### config.mk
export PLATFORM = sky130hd
export DESIGN_NAME = sha256_block_compression_top
export DESIGN_NICKNAME = d
export VERILOG_FILES = /design/src/sv/sha256bc_pkg.sv /design/src/sv/sha256bc_ctrl.sv /design/src/sv/sha256bc_sched.sv /design/src/sv/sha256bc_round.sv /design/src/sv/sha256_block_compression_top.sv
export SDC_FILE = /design/constraint.sdc
export NUM_CORES = 2
export LEC_CHECK = 0
export BUFFER_PORTS_ARGS = -buffer_cell sky130_fd_sc_hd__buf_2
export CAP_MARGIN = 10
export CORE_MARGIN = 8
export CORE_UTILIZATION = 45
export CTS_CLUSTER_SIZE = 20
export DETAILED_ROUTE_END_ITERATION = 12
export GPL_TIMING_DRIVEN = 1
export PLACE_DENSITY = 0.62
export SYNTH_ARGS = -nofsm -noshare
export SYNTH_HDL_FRONTEND = slang
export SYNTH_SLANG_ARGS = --single-unit
### constraint.sdc
create_clock -name clk -period 22.6 [get_ports clk]
set_input_delay 2.26 -clock clk [delete_from_list [all_inputs] [get_ports clk]]
set_output_delay 2.26 -clock clk [all_outputs]
set_load 0.02 [all_outputs]
### src/sv/sha256bc_pkg.sv
package sha256bc_pkg;

  localparam int WORDS_PER_BLOCK = 16;
  localparam int ROUNDS          = 64;
  localparam int HASH_WORDS      = 8;
  localparam int WORD_CNT_W      = $clog2(WORDS_PER_BLOCK);
  localparam int ROUND_CNT_W     = $clog2(ROUNDS);
  localparam int OUT_IDX_W       = $clog2(HASH_WORDS);

  localparam logic [WORD_CNT_W-1:0]  WORD_LAST  = WORD_CNT_W'(WORDS_PER_BLOCK - 1);
  localparam logic [ROUND_CNT_W-1:0] ROUND_LAST = ROUND_CNT_W'(ROUNDS - 1);
  localparam logic [OUT_IDX_W-1:0]   OUT_LAST   = OUT_IDX_W'(HASH_WORDS - 1);

  typedef logic [31:0] word_t;
  typedef logic [0:HASH_WORDS-1][31:0] hash_t;

  typedef struct packed {
    word_t message_word;
    logic  final_block;
  } in_beat_t;

  typedef struct packed {
    word_t digest_word;
    logic  digest_last;
  } out_beat_t;

  typedef enum logic [1:0] {
    ST_IDLE,
    ST_ROUND,
    ST_ADD,
    ST_OUT
  } state_t;

  typedef struct packed {
    logic                   in_ready;
    logic                   blk_load;
    logic                   wv_load;
    logic                   round_en;
    logic                   add_en;
    logic                   out_valid;
    logic                   out_last;
    logic [OUT_IDX_W-1:0]   out_idx;
    logic [ROUND_CNT_W-1:0] round_idx;
  } ctrl_t;

  localparam hash_t HASH_IV = '{
    32'h6a09e667, 32'hbb67ae85, 32'h3c6ef372, 32'ha54ff53a,
    32'h510e527f, 32'h9b05688c, 32'h1f83d9ab, 32'h5be0cd19
  };

  localparam word_t ROUND_K [ROUNDS] = '{
    32'h428a2f98, 32'h71374491, 32'hb5c0fbcf, 32'he9b5dba5,
    32'h3956c25b, 32'h59f111f1, 32'h923f82a4, 32'hab1c5ed5,
    32'hd807aa98, 32'h12835b01, 32'h243185be, 32'h550c7dc3,
    32'h72be5d74, 32'h80deb1fe, 32'h9bdc06a7, 32'hc19bf174,
    32'he49b69c1, 32'hefbe4786, 32'h0fc19dc6, 32'h240ca1cc,
    32'h2de92c6f, 32'h4a7484aa, 32'h5cb0a9dc, 32'h76f988da,
    32'h983e5152, 32'ha831c66d, 32'hb00327c8, 32'hbf597fc7,
    32'hc6e00bf3, 32'hd5a79147, 32'h06ca6351, 32'h14292967,
    32'h27b70a85, 32'h2e1b2138, 32'h4d2c6dfc, 32'h53380d13,
    32'h650a7354, 32'h766a0abb, 32'h81c2c92e, 32'h92722c85,
    32'ha2bfe8a1, 32'ha81a664b, 32'hc24b8b70, 32'hc76c51a3,
    32'hd192e819, 32'hd6990624, 32'hf40e3585, 32'h106aa070,
    32'h19a4c116, 32'h1e376c08, 32'h2748774c, 32'h34b0bcb5,
    32'h391c0cb3, 32'h4ed8aa4a, 32'h5b9cca4f, 32'h682e6ff3,
    32'h748f82ee, 32'h78a5636f, 32'h84c87814, 32'h8cc70208,
    32'h90befffa, 32'ha4506ceb, 32'hbef9a3f7, 32'hc67178f2
  };

  function automatic word_t rotr(word_t x, int unsigned n);
    return (x >> n) | (x << (32 - n));
  endfunction

  function automatic word_t bsig0(word_t x);
    return rotr(x, 2) ^ rotr(x, 13) ^ rotr(x, 22);
  endfunction

  function automatic word_t bsig1(word_t x);
    return rotr(x, 6) ^ rotr(x, 11) ^ rotr(x, 25);
  endfunction

  function automatic word_t ssig0(word_t x);
    return rotr(x, 7) ^ rotr(x, 18) ^ (x >> 3);
  endfunction

  function automatic word_t ssig1(word_t x);
    return rotr(x, 17) ^ rotr(x, 19) ^ (x >> 10);
  endfunction

  function automatic word_t ch(word_t x, word_t y, word_t z);
    return (x & y) ^ (~x & z);
  endfunction

  function automatic word_t maj(word_t x, word_t y, word_t z);
    return (x & y) ^ (x & z) ^ (y & z);
  endfunction

endpackage

### src/sv/sha256bc_ctrl.sv
module sha256bc_ctrl (
  input  logic                 clk,
  input  logic                 rst_n,
  input  logic                 in_valid,
  input  logic                 final_block,
  input  logic                 out_stall,
  output sha256bc_pkg::ctrl_t  ctl
);

  sha256bc_pkg::state_t state_r, state_nxt;
  logic [sha256bc_pkg::WORD_CNT_W-1:0]  word_cnt_r, word_cnt_nxt;
  logic [sha256bc_pkg::ROUND_CNT_W-1:0] round_cnt_r, round_cnt_nxt;
  logic [sha256bc_pkg::OUT_IDX_W-1:0]   out_idx_r, out_idx_nxt;
  logic                                 final_r, final_nxt;
  logic                                 in_acc;
  logic                                 blk_done;
  logic                                 out_acc;

  assign in_acc   = in_valid && (state_r == sha256bc_pkg::ST_IDLE);
  assign blk_done = in_acc && (word_cnt_r == sha256bc_pkg::WORD_LAST);
  assign out_acc  = (state_r == sha256bc_pkg::ST_OUT) && !out_stall;

  // next state
  always_comb begin
    state_nxt = state_r;
    unique case (state_r)
      sha256bc_pkg::ST_IDLE: begin
        if (blk_done) state_nxt = sha256bc_pkg::ST_ROUND;
      end
      sha256bc_pkg::ST_ROUND: begin
        if (round_cnt_r == sha256bc_pkg::ROUND_LAST) state_nxt = sha256bc_pkg::ST_ADD;
      end
      sha256bc_pkg::ST_ADD: begin
        state_nxt = final_r ? sha256bc_pkg::ST_OUT : sha256bc_pkg::ST_IDLE;
      end
      sha256bc_pkg::ST_OUT: begin
        if (out_acc && (out_idx_r == sha256bc_pkg::OUT_LAST)) state_nxt = sha256bc_pkg::ST_IDLE;
      end
      default: state_nxt = sha256bc_pkg::ST_IDLE;
    endcase
  end

  // advance counters, latch final flag with the last word of a block
  always_comb begin
    word_cnt_nxt  = in_acc ? word_cnt_r + 1'b1 : word_cnt_r;
    round_cnt_nxt = (state_r == sha256bc_pkg::ST_ROUND) ? round_cnt_r + 1'b1 : round_cnt_r;
    out_idx_nxt   = out_acc ? out_idx_r + 1'b1 : out_idx_r;
    final_nxt     = blk_done ? final_block : final_r;
  end

  // outputs
  always_comb begin
    ctl           = '0;
    ctl.in_ready  = (state_r == sha256bc_pkg::ST_IDLE);
    ctl.blk_load  = in_acc;
    ctl.wv_load   = blk_done;
    ctl.round_en  = (state_r == sha256bc_pkg::ST_ROUND);
    ctl.add_en    = (state_r == sha256bc_pkg::ST_ADD);
    ctl.out_valid = (state_r == sha256bc_pkg::ST_OUT);
    ctl.out_last  = (out_idx_r == sha256bc_pkg::OUT_LAST);
    ctl.out_idx   = out_idx_r;
    ctl.round_idx = round_cnt_r;
  end

  always_ff @(posedge clk) begin
    if (!rst_n) begin
      state_r     <= sha256bc_pkg::ST_IDLE;
      word_cnt_r  <= '0;
      round_cnt_r <= '0;
      out_idx_r   <= '0;
      final_r     <= 1'b0;
    end else begin
      state_r     <= state_nxt;
      word_cnt_r  <= word_cnt_nxt;
      round_cnt_r <= round_cnt_nxt;
      out_idx_r   <= out_idx_nxt;
      final_r     <= final_nxt;
    end
  end

endmodule

### src/sv/sha256bc_sched.sv
module sha256bc_sched (
  input  logic                clk,
  input  logic                blk_load,
  input  logic                round_en,
  input  sha256bc_pkg::word_t word_in,
  output sha256bc_pkg::word_t w_out
);

  sha256bc_pkg::word_t w_r   [sha256bc_pkg::WORDS_PER_BLOCK];
  sha256bc_pkg::word_t w_nxt [sha256bc_pkg::WORDS_PER_BLOCK];
  sha256bc_pkg::word_t w_new;

  // expand the next schedule word from the current window
  assign w_new = w_r[0] + sha256bc_pkg::ssig0(w_r[1]) + w_r[9] + sha256bc_pkg::ssig1(w_r[14]);

  // shift the window: message words while loading, expanded words while rounding
  always_comb begin
    for (int i = 0; i < sha256bc_pkg::WORDS_PER_BLOCK - 1; i++) begin
      w_nxt[i] = w_r[i+1];
    end
    w_nxt[sha256bc_pkg::WORDS_PER_BLOCK-1] = blk_load ? word_in : w_new;
  end

  always_ff @(posedge clk) begin
    if (blk_load || round_en) begin
      w_r <= w_nxt;
    end
  end

  assign w_out = w_r[0];

endmodule

### src/sv/sha256bc_round.sv
module sha256bc_round (
  input  logic                clk,
  input  logic                wv_load,
  input  logic                round_en,
  input  sha256bc_pkg::hash_t chain_in,
  input  sha256bc_pkg::word_t k_in,
  input  sha256bc_pkg::word_t w_in,
  output sha256bc_pkg::hash_t wv_out
);

  sha256bc_pkg::hash_t wv_r, wv_nxt;
  sha256bc_pkg::word_t t1, t2;

  // one compression round on a..h
  always_comb begin
    t1 = wv_r[7] + sha256bc_pkg::bsig1(wv_r[4])
       + sha256bc_pkg::ch(wv_r[4], wv_r[5], wv_r[6]) + k_in + w_in;
    t2 = sha256bc_pkg::bsig0(wv_r[0]) + sha256bc_pkg::maj(wv_r[0], wv_r[1], wv_r[2]);
    wv_nxt    = wv_r;
    wv_nxt[7] = wv_r[6];
    wv_nxt[6] = wv_r[5];
    wv_nxt[5] = wv_r[4];
    wv_nxt[4] = wv_r[3] + t1;
    wv_nxt[3] = wv_r[2];
    wv_nxt[2] = wv_r[1];
    wv_nxt[1] = wv_r[0];
    wv_nxt[0] = t1 + t2;
  end

  always_ff @(posedge clk) begin
    if (wv_load) begin
      wv_r <= chain_in;
    end else if (round_en) begin
      wv_r <= wv_nxt;
    end
  end

  assign wv_out = wv_r;

endmodule

### src/sv/sha256_block_compression_top.sv
// SHA-256 block compression engine. Feed the padded message as 32-bit big-endian words,
// one beat per cycle while in_stall is low; every sixteen words form one block. The
// sixteenth word starts compression: the block stalls its input during the rounds (one round
// per cycle through the single round unit, fed by a 16-word rolling schedule window) and
// the chaining add. If final_block is set on the sixteenth word, eight digest beats follow,
// word 0 first, digest_last on the eighth, at one per cycle unless out_stall holds them;
// the input stays stalled until the eighth beat is taken, and the chaining words then
// return to the initial values. final_block on other words is ignored.
module sha256_block_compression_top (
  input  logic                    clk,
  input  logic                    rst_n,
  input  logic                    in_valid,
  output logic                    in_stall,
  input  sha256bc_pkg::in_beat_t  in_data,
  output logic                    out_valid,
  input  logic                    out_stall,
  output sha256bc_pkg::out_beat_t out_data
);

  sha256bc_pkg::ctrl_t ctl;
  sha256bc_pkg::hash_t chain_r, chain_nxt;
  sha256bc_pkg::hash_t wv;
  sha256bc_pkg::word_t w_cur;
  sha256bc_pkg::word_t k_cur;

  sha256bc_ctrl u_ctrl (
    .clk         (clk),
    .rst_n       (rst_n),
    .in_valid    (in_valid),
    .final_block (in_data.final_block),
    .out_stall   (out_stall),
    .ctl         (ctl)
  );

  sha256bc_sched u_sched (
    .clk      (clk),
    .blk_load (ctl.blk_load),
    .round_en (ctl.round_en),
    .word_in  (in_data.message_word),
    .w_out    (w_cur)
  );

  assign k_cur = sha256bc_pkg::ROUND_K[ctl.round_idx];

  sha256bc_round u_round (
    .clk      (clk),
    .wv_load  (ctl.wv_load),
    .round_en (ctl.round_en),
    .chain_in (chain_r),
    .k_in     (k_cur),
    .w_in     (w_cur),
    .wv_out   (wv)
  );

  // fold the working words into the chain; drop back to the IV after the last digest beat
  always_comb begin
    chain_nxt = chain_r;
    if (ctl.add_en) begin
      for (int i = 0; i < sha256bc_pkg::HASH_WORDS; i++) begin
        chain_nxt[i] = chain_r[i] + wv[i];
      end
    end else if (ctl.out_valid && !out_stall && ctl.out_last) begin
      chain_nxt = sha256bc_pkg::HASH_IV;
    end
  end

  always_ff @(posedge clk) begin
    if (!rst_n) begin
      chain_r <= sha256bc_pkg::HASH_IV;
    end else begin
      chain_r <= chain_nxt;
    end
  end

  // drive the handshakes and the digest beat
  assign in_stall             = !ctl.in_ready;
  assign out_valid            = ctl.out_valid;
  assign out_data.digest_word = chain_r[ctl.out_idx];
  assign out_data.digest_last = ctl.out_last;

endmodule

==> impl_metrics.ini <==
[logic_synthesis]
synth_top_flop_cell = edfxtp_1
synth_most_common_cell = nand2_1
yosys-top-cells-count = 969 x nand2_1, 768 x edfxtp_1, 442 x a21oi_1
ys_async_sr_fraction_pct = 0
ys_seq_elements = 1040
synthTopCellsByArea = edfxtp_1 36%, dfxtp_1 8.4%, ha_1 7.6%
synth_nets = 6878
netlist_instances = 6253
post-synth-top-area-cell = edfxtp_1
avgSynthCellArea_sq_um = 10.3
synth.distinct_cells = 97
netlist_area_sq_um = 64700
synth_edf_count = 768
ys_seq_area_share_pct = 44.1
synth_warnings = 0
synth_top_area_share_pct = 35.6

[critical_path]
worstSetupStartpoint = u_ctrl.round_cnt_r[0]
r2r-start = u_ctrl.round_cnt_r[0]
startpoint_type = register
cp_slowest_cell = ha_1
cp_max_fo = 22
ff2ff_setup_slack_ps = 12070
worstSetupPathType = register to register
crit_path_end_kind = register
critPathMaxStageDelay_ps = 630
rr_endpoint = u_round.wv_out[254]
worstPathRequired_ps = 23080
crit_top_cell = fa_1
rr_worst_depth = 40
cp_data_arrival_time_ps = 11000

[route]
wl_um = 207000
wl_per_cell_um = 25.2
drt_iter0_markers = 4375
top_layer = met4
viasPerCell = 5.92
met2WireLength_um = 95300
first_pass_iters = 6
vias = 48594
antenna_left = 0
drc = 0
wl_met1_um = 88400
wl_met3_um = 14500

[floorplan]
ios = 72
start_util_pct = 45.2
core-area_sq_um = 143000
die_h_um = 395
dieArea_sq_um = 156000
die_w_um = 395
rows = 139

[clock_network]
cts_buffers = 114
clock_sinks = 1040
clk_pin_slew_worst_paths_ps = 70
cts_buffer_depth = 3
cts_setup_buffers = 0
cts_tree = built
clk_latency_ps = 790
clock-root-buffer = clkbuf_16
ctsHtreeMaxLevel = 3
cts_resized = 0
cts-hold-fix-buffers = 0

[cells_and_area]
final_nets = 6833
design_area_sq_um = 70800
multiInputGateArea_sq_um = 34100
seqCellArea_sq_um = 28500
n_fill_cell = 12893
finish.utilization_pct = 49.4
syn_to_final_growth_pct = 9.36
drive_gt1_share_pct = 7.69

[timing]
fin_crit_sh_pct = 46.6
setup_tns_ps = 0
worst_slew_pin_slew_ps = 1220
setup_viol = 0
relSlewSlack_pct = 18.4
max_freq_mhz = 95.0
hold_ws_ps = 405
finClkSkew_ps = 70.3
setup_ws_ps = 12070
rsz0062_at_grt = false
hold_viol = 0
slew_violations = 0
period_minus_slack_ps = 10530

[power]
cellPowerDensity_nw_per_um2 = 90.2
leakage_nw = 27.4
peakVddDrop_mv = 0.115

[placed_design]
pre_cts_ws_ps = 12050
place.detailed.hpwl_um = 152000
gp_congestion = 0.939
port_buffers = 71
placed_area_sq_um = 66900

[global_routing]
grt_usage_pct = 25.7
grt_max_degree = 129
grt_pass1_wl_um = 307000
grt_pass1_vias = 47269
grt_antenna_before_repair = 3
overflow = 0

[hold_path]
hold_class = register to register
whs_path_depth = 0
whs_endpoint = u_sched.w_nxt[198]
min_from = u_sched.w_nxt[166]

[outcome]
status = finished clean

[job]
maxCapViolCount = 0
stage by stage:
step	total power, W	cells
final	0.00638	8210
after floorplan	0.00389	6253
after CTS	0.00639	8209
after global placement	0.00441	7995
after global routing	0.00670	8209
after detailed placement	0.00444	7995
how the worst max path moves through the flow:
stage	slack (ps)	to
finish	12070	u_round.wv_out[254]
global route	11390	u_round.wv_out[254]
CTS	12070	u_round.wv_out[254]
detailed placement	12050	u_round.wv_out[254]
global placement	12030	u_round.wv_out[254]
floorplan	7690	u_sched.w_nxt[100]
cell type report:
cell class,count,area share [%]
antenna,1,0.00354
clock inverter,60,1.10
timing repair buffer,138,1.24
sequential,1040,40.3
inverter,280,1.49
tap,1903,3.37
multi-input combinational,4634,48.2
clock buffer,154,4.33
flip-flops by register name (all words and copies together) (netlist names):
name                count
u_sched.w_nxt         480
chain_r               256
u_round.wv_out        256
u_sched.w_out          32
u_ctrl.round_cnt_r      6
u_ctrl.word_cnt_r       4
u_ctrl.out_idx_r        3
u_ctrl.state_r          2
u_ctrl.final_r          1
worst max-delay path, delay by kind of cell, from the launching register on:
family / cells / cell delay [ps]
simple gates: 10 / 1980
fa+ha+maj: 8 / 3470
flops: 1 / 290
compound gates: 15 / 3240
buf+inv: 5 / 1040
mux: 1 / 90
xor+xnor: 1 / 140
placed cells by master, fill, tap and decap left out, types with 17 or more instances in the layout:
cell         n
dfxtp_1    266
nand2_1    964
nand4_1     24
o21bai_1    48
o31ai_1     26
a211oi_1    45
xnor2_1    398
o21ai_0    308
mux2_2      62
ha_1       393
and2_1      25
buf_2       70
nor2b_1    113
and3_1      36
nand3_1     72
fa_1       195
mux4_2      68
or3_1       27
o21a_1      59
buf_4       66
a21oi_1    442
o22ai_1     93
o211ai_1    35
a21o_1     171
a311oi_1    17
maj3_1      21
inv_1      276
o21ai_1     33
xor2_1     183
a22oi_1     73
nor3_1      65
a21boi_0    17
clkbuf_1    34
clkinv_1    17
edfxtp_1   768
nor2_1     296
a31oi_1     55
clkbuf_16  114
nand2b_1    60
clkinv_2    18
metal layers:
metal,vias up,GRT usage (%)
met5,-,0
met4,0,9.82
met3,376,3.44
met2,1864,41.3
met1,24031,35.2
li1,22323,-
where the power goes:
group          switching (W)  total [W]  internal [W]
Clock               0.000827    0.00193       0.00111
Sequential         0.0000875    0.00233       0.00225
Combinational        0.00124    0.00211      0.000871
cell families (layout without fill, tap and decap cells):
family	after synthesis	count (layout)	share of synthesized area [%]
other	0	1	0
and+or+nand+nor	1740	1740	11.8
buffers and inverters	579	632	3.37
DFF	1040	1040	44.1
muxes	144	144	3.67
xor gates and xnor gates	582	582	7.90
AOI/OAI and AO/OA	1559	1559	15.3
adders and majority gates	609	609	14.0
Note: power is estimated with default switching activity, not from simulation.
